**config.mk**
```make
export PLATFORM = sky130hd
export DESIGN_NAME = sha256_message_hash_top
export DESIGN_NICKNAME = d
export VERILOG_FILES = /design/src/rtl/core/sha256_pkg.sv /design/src/rtl/core/sha256_message_hash_top.sv /design/src/rtl/core/sha256_sched.sv /design/src/rtl/core/sha256_round.sv
export SDC_FILE = /design/constraint.sdc
export NUM_CORES = 2
export LEC_CHECK = 0
export BUFFER_PORTS_ARGS = -buffer_cell sky130_fd_sc_hd__buf_4
export CAP_MARGIN = 15
export CORE_MARGIN = 5
export CORE_UTILIZATION = 40
export DETAILED_ROUTE_END_ITERATION = 8
export GPL_TIMING_DRIVEN = 0
export PLACE_DENSITY = 0.66
export SYNTH_ARGS = -nofsm -noshare
export SYNTH_HDL_FRONTEND = slang
export SYNTH_SLANG_ARGS = --single-unit
```
**constraint.sdc**
```tcl
create_clock -name aclk -period 13.3 [get_ports aclk]
set_input_delay 1.33 -clock aclk [delete_from_list [all_inputs] [get_ports aclk]]
set_output_delay 1.33 -clock aclk [all_outputs]
set_load 0.005 [all_outputs]
```
**src/rtl/core/sha256_pkg.sv**
```systemverilog
// ----------------------------------------------------------------------------
// SHA-256 hasher package
// Shared types, round constants, initial hash values and sigma functions.
// ----------------------------------------------------------------------------
package sha256_pkg;

    typedef logic [31:0] word_t;

    typedef enum logic [2:0] {
        ST_IDLE,
        ST_COMP,
        ST_ADD,
        ST_PAD_MARK,
        ST_PAD_ZERO,
        ST_PAD_LEN,
        ST_DIGEST
    } state_t;

    // schedule window control
    typedef struct packed {
        logic push;   // shift a loaded word in at the top
        logic step;   // shift in the next expanded word
    } sched_ctrl_t;

    // round unit control
    typedef struct packed {
        logic load;   // working variables take the chaining words
        logic step;   // one compression round
    } round_ctrl_t;

    localparam logic [7:0] PAD_BYTE   = 8'h80;
    localparam logic [5:0] LEN_POS    = 6'd56;
    localparam logic [5:0] BLOCK_LAST = 6'd63;
    localparam logic [5:0] ROUND_LAST = 6'd63;
    localparam logic [2:0] WORD_LAST  = 3'd7;

    localparam word_t ROUND_K [64] = '{
        32'h428a2f98, 32'h71374491, 32'hb5c0fbcf, 32'he9b5dba5,
        32'h3956c25b, 32'h59f111f1, 32'h923f82a4, 32'hab1c5ed5,
        32'hd807aa98, 32'h12835b01, 32'h243185be, 32'h550c7dc3,
        32'h72be5d74, 32'h80deb1fe, 32'h9bdc06a7, 32'hc19bf174,
        32'he49b69c1, 32'hefbe4786, 32'h0fc19dc6, 32'h240ca1cc,
        32'h2de92c6f, 32'h4a7484aa, 32'h5cb0a9dc, 32'h76f988da,
        32'h983e5152, 32'ha831c66d, 32'hb00327c8, 32'hbf597fc7,
        32'hc6e00bf3, 32'hd5a79147, 32'h06ca6351, 32'h14292967,
        32'h27b70a85, 32'h2e1b2138, 32'h4d2c6dfc, 32'h53380d13,
        32'h650a7354, 32'h766a0abb, 32'h81c2c92e, 32'h92722c85,
        32'ha2bfe8a1, 32'ha81a664b, 32'hc24b8b70, 32'hc76c51a3,
        32'hd192e819, 32'hd6990624, 32'hf40e3585, 32'h106aa070,
        32'h19a4c116, 32'h1e376c08, 32'h2748774c, 32'h34b0bcb5,
        32'h391c0cb3, 32'h4ed8aa4a, 32'h5b9cca4f, 32'h682e6ff3,
        32'h748f82ee, 32'h78a5636f, 32'h84c87814, 32'h8cc70208,
        32'h90befffa, 32'ha4506ceb, 32'hbef9a3f7, 32'hc67178f2
    };

    localparam word_t INIT_HASH [8] = '{
        32'h6a09e667, 32'hbb67ae85, 32'h3c6ef372, 32'ha54ff53a,
        32'h510e527f, 32'h9b05688c, 32'h1f83d9ab, 32'h5be0cd19
    };

    function automatic word_t msg_sigma0(input word_t x);
        return {x[6:0], x[31:7]} ^ {x[17:0], x[31:18]} ^ (x >> 3);
    endfunction

    function automatic word_t msg_sigma1(input word_t x);
        return {x[16:0], x[31:17]} ^ {x[18:0], x[31:19]} ^ (x >> 10);
    endfunction

    function automatic word_t big_sigma0(input word_t x);
        return {x[1:0], x[31:2]} ^ {x[12:0], x[31:13]} ^ {x[21:0], x[31:22]};
    endfunction

    function automatic word_t big_sigma1(input word_t x);
        return {x[5:0], x[31:6]} ^ {x[10:0], x[31:11]} ^ {x[24:0], x[31:25]};
    endfunction

endpackage

```
**src/rtl/core/sha256_message_hash_top.sv**
```systemverilog
// ----------------------------------------------------------------------------
// SHA-256 message hasher, top level
// Byte-serial SHA-256 with one shared round unit under a small sequencer.
// ----------------------------------------------------------------------------
// Message bytes come in one per input item on s_tdata, with s_tuser set when
// the item carries a byte and s_tlast on the final item of a message. One
// item is taken per cycle while idle; the 64th byte of each block starts a
// compression that holds s_tready low while the single round unit runs the
// 64 rounds and a step then folds the result into the chaining words, so no
// byte is taken while a block is being compressed.
// The end of a message is padded one byte a cycle, but for any compression,
// through the same byte path: the pad marker, zero fill up to byte 56 of the
// block (plus a state to spot it), then the eight length bytes and the final
// compression. A marker that lands at byte 56 or later closes its block with
// an extra compression first. The digest is then offered as eight output
// items, most significant word first, one per cycle while m_tready is high.
// No new message is accepted until word 7 is taken.
// ----------------------------------------------------------------------------
module sha256_message_hash_top
    import sha256_pkg::*;
(
    input  logic        aclk,
    input  logic        aresetn,

    input  logic        s_tvalid,
    output logic        s_tready,
    input  logic [7:0]  s_tdata,    // [7:0] data_byte
    input  logic        s_tuser,    // [0] byte_present
    input  logic        s_tlast,    // end_of_message

    output logic        m_tvalid,
    input  logic        m_tready,
    output logic [39:0] m_tdata,    // [31:0] digest_word, [34:32] word_index, rest zero
    output logic        m_tuser,    // [0] length_overflow
    output logic        m_tlast     // last_word
);

    // sequencer state
    state_t       state_reg, state_next;
    state_t       resume_reg, resume_next;
    logic [5:0]   round_reg, round_next;
    logic [2:0]   idx_reg, idx_next;

    // message bookkeeping
    logic [60:0]  total_reg, total_next;
    logic [60:0]  total_inc;
    logic         ovf_reg, ovf_next;
    logic [5:0]   pos_reg, pos_next;
    logic [23:0]  part_reg, part_next;
    logic [63:0]  len_reg, len_next;

    word_t        chain_reg [8];
    word_t        chain_next [8];
    word_t        vars [8];
    word_t        wt;
    word_t        push_word;

    // byte insertion path, shared by message bytes and padding
    logic         ins_en;
    logic [7:0]   ins_byte;
    logic         block_full;

    sched_ctrl_t  sched_ctrl;
    round_ctrl_t  round_ctrl;

    assign total_inc  = total_reg + 61'd1;
    assign push_word  = {part_reg, ins_byte};
    assign block_full = ins_en && (pos_reg == BLOCK_LAST);

    assign sched_ctrl.push = ins_en && (pos_reg[1:0] == 2'd3);
    assign sched_ctrl.step = (state_reg == ST_COMP);
    assign round_ctrl.load = block_full;
    assign round_ctrl.step = (state_reg == ST_COMP);

    sha256_sched u_sched (
        .aclk      (aclk),
        .ctrl      (sched_ctrl),
        .push_word (push_word),
        .wt        (wt)
    );

    sha256_round u_round (
        .aclk   (aclk),
        .ctrl   (round_ctrl),
        .chain  (chain_reg),
        .wt     (wt),
        .k_word (ROUND_K[round_reg]),
        .vars   (vars)
    );

    always_comb begin
        state_next  = state_reg;
        resume_next = resume_reg;
        round_next  = round_reg;
        idx_next    = idx_reg;
        total_next  = total_reg;
        ovf_next    = ovf_reg;
        len_next    = len_reg;
        chain_next  = chain_reg;
        ins_en      = 1'b0;
        ins_byte    = s_tdata;
        s_tready    = 1'b0;
        m_tvalid    = 1'b0;

        unique case (state_reg)
            ST_IDLE: begin
                s_tready = 1'b1;
                if (s_tvalid) begin
                    if (s_tuser) begin
                        ins_en     = 1'b1;
                        total_next = total_inc;
                        if (&total_reg) begin
                            ovf_next = 1'b1;
                        end
                    end
                    if (s_tlast) begin
                        // length is latched now; the counter is free for the next message
                        len_next   = {(s_tuser ? total_inc : total_reg), 3'b000};
                        total_next = '0;
                    end
                    if (s_tuser && (pos_reg == BLOCK_LAST)) begin
                        state_next  = ST_COMP;
                        resume_next = s_tlast ? ST_PAD_MARK : ST_IDLE;
                    end else if (s_tlast) begin
                        state_next = ST_PAD_MARK;
                    end
                end
            end
            ST_COMP: begin
                round_next = round_reg + 6'd1;
                if (round_reg == ROUND_LAST) begin
                    state_next = ST_ADD;
                end
            end
            ST_ADD: begin
                for (int i = 0; i < 8; i++) begin
                    chain_next[i] = chain_reg[i] + vars[i];
                end
                state_next = resume_reg;
            end
            ST_PAD_MARK: begin
                ins_en   = 1'b1;
                ins_byte = PAD_BYTE;
                if (pos_reg == BLOCK_LAST) begin
                    // marker filled the block: length goes in an extra block
                    state_next  = ST_COMP;
                    resume_next = ST_PAD_ZERO;
                end else begin
                    state_next = ST_PAD_ZERO;
                end
            end
            ST_PAD_ZERO: begin
                if (pos_reg == LEN_POS) begin
                    state_next = ST_PAD_LEN;
                end else begin
                    ins_en   = 1'b1;
                    ins_byte = 8'h00;
                    if (pos_reg == BLOCK_LAST) begin
                        // no room for the length here: fill on in a fresh block
                        state_next  = ST_COMP;
                        resume_next = ST_PAD_ZERO;
                    end
                end
            end
            ST_PAD_LEN: begin
                ins_en   = 1'b1;
                ins_byte = len_reg[63:56];
                len_next = {len_reg[55:0], 8'h00};
                if (pos_reg == BLOCK_LAST) begin
                    state_next  = ST_COMP;
                    resume_next = ST_DIGEST;
                end
            end
            ST_DIGEST: begin
                m_tvalid = 1'b1;
                if (m_tready) begin
                    idx_next = idx_reg + 3'd1;
                    if (idx_reg == WORD_LAST) begin
                        chain_next = INIT_HASH;
                        ovf_next   = 1'b0;
                        state_next = ST_IDLE;
                    end
                end
            end
            default: begin
                state_next = ST_IDLE;
            end
        endcase
    end

    assign pos_next  = ins_en ? pos_reg + 6'd1 : pos_reg;
    assign part_next = ins_en ? {part_reg[15:0], ins_byte} : part_reg;

    always_ff @(posedge aclk) begin
        if (!aresetn) begin
            state_reg  <= ST_IDLE;
            resume_reg <= ST_IDLE;
            round_reg  <= '0;
            idx_reg    <= '0;
            total_reg  <= '0;
            ovf_reg    <= 1'b0;
            pos_reg    <= '0;
            chain_reg  <= INIT_HASH;
        end else begin
            state_reg  <= state_next;
            resume_reg <= resume_next;
            round_reg  <= round_next;
            idx_reg    <= idx_next;
            total_reg  <= total_next;
            ovf_reg    <= ovf_next;
            pos_reg    <= pos_next;
            chain_reg  <= chain_next;
        end
    end

    // payload only
    always_ff @(posedge aclk) begin
        part_reg <= part_next;
        len_reg  <= len_next;
    end

    assign m_tdata = {5'b00000, idx_reg, chain_reg[idx_reg]};
    assign m_tlast = (idx_reg == WORD_LAST);
    assign m_tuser = ovf_reg;

    // ------------------------------------------------------------------------
    // Assertions
    // ------------------------------------------------------------------------

    // input and output never active together
    a_no_overlap: assert property (@(posedge aclk) disable iff (!aresetn)
        !(s_tready && m_tvalid))
        else $error("input ready while digest is offered");

    // a compression always starts on a block boundary
    a_comp_aligned: assert property (@(posedge aclk) disable iff (!aresetn)
        (state_reg != ST_COMP && state_next == ST_COMP) |=> (pos_reg == 6'd0))
        else $error("compression started mid-block");

    // rounds advance by one every cycle of a compression
    a_round_step: assert property (@(posedge aclk) disable iff (!aresetn)
        (state_reg == ST_COMP && round_reg != ROUND_LAST)
        |=> (state_reg == ST_COMP && round_reg == $past(round_reg) + 6'd1))
        else $error("round counter skipped");

    // the digest always starts at word 0 after the final compression
    a_digest_start: assert property (@(posedge aclk) disable iff (!aresetn)
        (state_reg == ST_ADD && resume_reg == ST_DIGEST) |=> (m_tvalid && idx_reg == 3'd0))
        else $error("digest did not start at word 0");

    // taking word 7 frees the input side
    a_back_to_idle: assert property (@(posedge aclk) disable iff (!aresetn)
        (m_tvalid && m_tready && m_tlast) |=> (s_tready && total_reg == 61'd0 && !m_tuser))
        else $error("not idle after the final digest word");

endmodule

```
**src/rtl/core/sha256_sched.sv**
```systemverilog
// ----------------------------------------------------------------------------
// SHA-256 message schedule
// Sixteen-word sliding window: filled word by word, then expanded in place.
// ----------------------------------------------------------------------------
module sha256_sched
    import sha256_pkg::*;
(
    input  logic        aclk,
    input  sched_ctrl_t ctrl,
    input  word_t       push_word,
    output word_t       wt
);

    word_t win_reg [16];
    word_t new_word;

    // W[t+16] from the window holding W[t..t+15]
    assign new_word = msg_sigma1(win_reg[14]) + win_reg[9]
                    + msg_sigma0(win_reg[1]) + win_reg[0];
    assign wt = win_reg[0];

    always_ff @(posedge aclk) begin
        if (ctrl.push || ctrl.step) begin
            for (int i = 0; i < 15; i++) begin
                win_reg[i] <= win_reg[i+1];
            end
            win_reg[15] <= ctrl.push ? push_word : new_word;
        end
    end

endmodule

```
**src/rtl/core/sha256_round.sv**
```systemverilog
// ----------------------------------------------------------------------------
// SHA-256 round unit
// Working variables a..h and one compression round per step.
// ----------------------------------------------------------------------------
module sha256_round
    import sha256_pkg::*;
(
    input  logic        aclk,
    input  round_ctrl_t ctrl,
    input  word_t       chain [8],
    input  word_t       wt,
    input  word_t       k_word,
    output word_t       vars [8]
);

    word_t v_reg [8];
    word_t t1;
    word_t t2;
    word_t ch;
    word_t maj;

    assign ch  = (v_reg[4] & v_reg[5]) ^ (~v_reg[4] & v_reg[6]);
    assign maj = (v_reg[0] & v_reg[1]) ^ (v_reg[0] & v_reg[2]) ^ (v_reg[1] & v_reg[2]);
    assign t1  = v_reg[7] + big_sigma1(v_reg[4]) + ch + k_word + wt;
    assign t2  = big_sigma0(v_reg[0]) + maj;

    always_ff @(posedge aclk) begin
        if (ctrl.load) begin
            v_reg <= chain;
        end else if (ctrl.step) begin
            v_reg[7] <= v_reg[6];
            v_reg[6] <= v_reg[5];
            v_reg[5] <= v_reg[4];
            v_reg[4] <= v_reg[3] + t1;
            v_reg[3] <= v_reg[2];
            v_reg[2] <= v_reg[1];
            v_reg[1] <= v_reg[0];
            v_reg[0] <= t1 + t2;
        end
    end

    assign vars = v_reg;

endmodule

```
==> out/results.tsv <==
metric	value	unit
avgViaCountPerCell	5.920	
post_drt_wl_per_cell	26.31	um
core_area	0.1802	mm2
hold_viol_final	0	
largest_reg_flops	512	
ant_nets	0	
n_fill_cell	17010	
cts-root-buf	clkbuf_16	
hp-start	u_sched.win_reg[5][29]	
synth-edff-count	853	
rows	156	
min_delay_path_depth	0	
netlist.area_leader.share	35.48	%
cts_max_level	4	
final_area	0.08044	mm2
hold_path_class	reg2reg	
overflow	0	
post_cts_buffers	0	
slew_viol_final	0	
fin_nets	7919	
ioPinCount	58	
remaining_drc_errors	0	
placedInstanceArea	0.07610	mm2
final-setup-viol-count	0	
cts_made_buffers	135	
crit_top_cell	a21oi_1	
max_stage_delay	0.74	ns
synth_top_cell_by_area	edfxtp_1	
fmax	88.76	MHz
cts_buffer_depth	3	
numPlacedInstances	9524	
final.period_utilization	84.71	%
path_clk_slew	0.06	ns
status	finished, final reports clean	
drive_above_1_share	6.894	%
first_pass_iters	7	
place.gp.congestion	1.029	
clk_latency	0.80	ns
initial_core_util	40.07	%
critical_path_required	13.80	ns
ctsResizeCount	0	
yosysSeqAreaShare	44.88	%
cts_hold_buf	0	
critPathMaxFanout	26	
die_w	434.8	um
rr_startpoint	round_reg[2]	
die_area	0.1891	mm2
arrival	11.76	ns
rsz0062_at_grt	no	
cts_tree	done	
synth_cells	7075	
synth_area_leaders	edfxtp_1 35%, dfxtp_1 9.4%, ha_1 7.1%, nand2_1 5.6%, fa_1 5.5%	
place_hpwl	199.6	mm
drtIter0Drc	7317	
setup_tns	0	ns
first_global_vias	54790	
synth_cell_types	99	
synthToLayoutAreaGrowth	11.43	%
grt.total_usage	26.18	%
io_buffers	50	
hold_path_end	u_sched.win_reg[4][29]	
r2r_cells	35	
syn_area	0.07219	mm2
skew	0.04410	ns
slew_headroom	13.78	%
critPathLaunchType	register	
setup_ws	2.034	ns
cp-end-kind	register	
wirelength	257.4	mm
grt_pass1_wl	368.3	mm
ys_warn_count	0	
syn_area_per_cell	10.20	um2
ys_ff_latch	1192	
regToRegEndpoint	u_round.vars[255]	
antenna_found_initial	3	
dpl_worst_slack	2.289	ns
max-cap-violations	0	
min_period	11.27	ns
num_vias	57920	
fin_cells	9783	
criticalPathCategory	reg2reg	
synthArstFlopShare	0	%
ys.flop_type	edfxtp_1	
cts.sinks	1192	
grt_max_degree	74	
die_h	434.8	um
worstMarginPinSlew	1.293	ns
ff2ff_setup_slack	2.03	ns
cp_slowest_cell	buf_2	
-- worst max-delay path: cells and delay by family (launching register included) --
kind	cells	cell delay (ns)
fa+ha+maj	5	2.08
compound gates	20	4.92
buf+inv	7	2.56
xor+xnor	3	0.71
flops	1	0.64
-- layout make-up --
cell class              instances  area [um2]  area share [%]
inverters                     264       991.0           1.232
diodes                          1       2.502        0.003111
well taps                    2370        2965           3.686
flip-flops and latches       1192       32400           40.28
plain buffers                 352        1391           1.730
repair buffers                 81       959.7           1.193
clock buffers                 183        3721           4.626
multi-input cells            5271       37450           46.56
clock inverters                69       555.5          0.6906
-- routing by layer --
layer / up-vias / part of all wire [%] / track usage (%)
li1: 25780 / - / -
met1: 28320 / 42 / 36.10
met2: 3179 / 42 / 38.29
met3: 636 / 10 / 6.455
met4: 4 / 5.8 / 13.25
met5: - / 0.012 / 0
-- synthesized netlist by cell type, types with 40 or more instances --
library cell	n
dfxtp_1	339
a31oi_1	49
a211oi_1	45
a21o_1	186
o21bai_1	40
a21oi_1	493
xnor2_1	434
inv_1	263
o21ai_0	452
fa_1	197
xor2_1	214
nand2b_1	56
nand2_1	1079
edfxtp_1	853
a22oi_1	59
mux2_2	58
and3_1	62
nor2_1	497
nor3_1	87
clkbuf_1	287
or3_1	46
nor2b_1	53
o21a_1	58
nand3_1	107
mux4_2	71
o22ai_1	74
ha_1	411
-- stage by stage --
stage / util (%) / hold WS (ns)
2_1_floorplan: - / 0.4003
6_report: 44.65 / 0.4023
4_1_cts: 44.61 / 0.4092
5_1_grt: 44.65 / 0.4190
3_5_place_dp: 42.24 / 0.4045
3_3_place_gp: 41.93 / 0.4002
-- cell families (layout without fill, tap and decap cells) --
| group | Yosys count | after routing | synth area share [%] |
|---|---|---|---|
| other | 1 | 6 | 0.005194 |
| muxes | 148 | 148 | 3.383 |
| buffers and inverters | 616 | 949 | 3.296 |
| xor gates and xnor gates | 648 | 648 | 7.861 |
| and+or+nand+nor | 2111 | 2111 | 12.67 |
| adders and majority gates | 630 | 630 | 12.89 |
| DFF | 1192 | 1192 | 44.88 |
| AOI/OAI and AO/OA | 1729 | 1729 | 15.02 |
-- placed cells by master, fill, tap and decap left out, types with 33 or more instances in the layout --
| master | count |
|---|---|
| o21bai_1 | 40 |
| nand3_1 | 107 |
| o22ai_1 | 74 |
| a22oi_1 | 59 |
| o211ai_1 | 33 |
| a21o_1 | 186 |
| nor2b_1 | 53 |
| clkbuf_1 | 320 |
| o21a_1 | 58 |
| dfxtp_1 | 339 |
| o21ai_0 | 450 |
| ha_1 | 411 |
| or3_1 | 46 |
| nor3_1 | 87 |
| fa_1 | 197 |
| xor2_1 | 214 |
| nand2b_1 | 56 |
| and3_1 | 62 |
| nor2_1 | 497 |
| edfxtp_1 | 853 |
| a31oi_1 | 49 |
| inv_1 | 263 |
| xnor2_1 | 434 |
| mux2_2 | 58 |
| a211oi_1 | 45 |
| mux4_2 | 71 |
| nand2_1 | 1079 |
| a21oi_1 | 492 |
| clkbuf_16 | 137 |
| buf_4 | 62 |
-- how the worst max path moves through the flow --
stage	to	slack (ns)	from
floorplan	u_sched.win_reg[0][0]	2.74	s_tuser
global placement	u_sched.win_reg[1][7]	-1.71	s_tuser
detailed placement	u_round.vars[255]	2.29	round_reg[2]
CTS	u_round.vars[255]	2.24	round_reg[2]
global route	u_round.vars[255]	1.77	round_reg[2]
finish	u_round.vars[255]	2.03	round_reg[2]
Power is not shown: default switching activity piles up to over one toggle a cycle in this logic, so the estimate is an artifact.
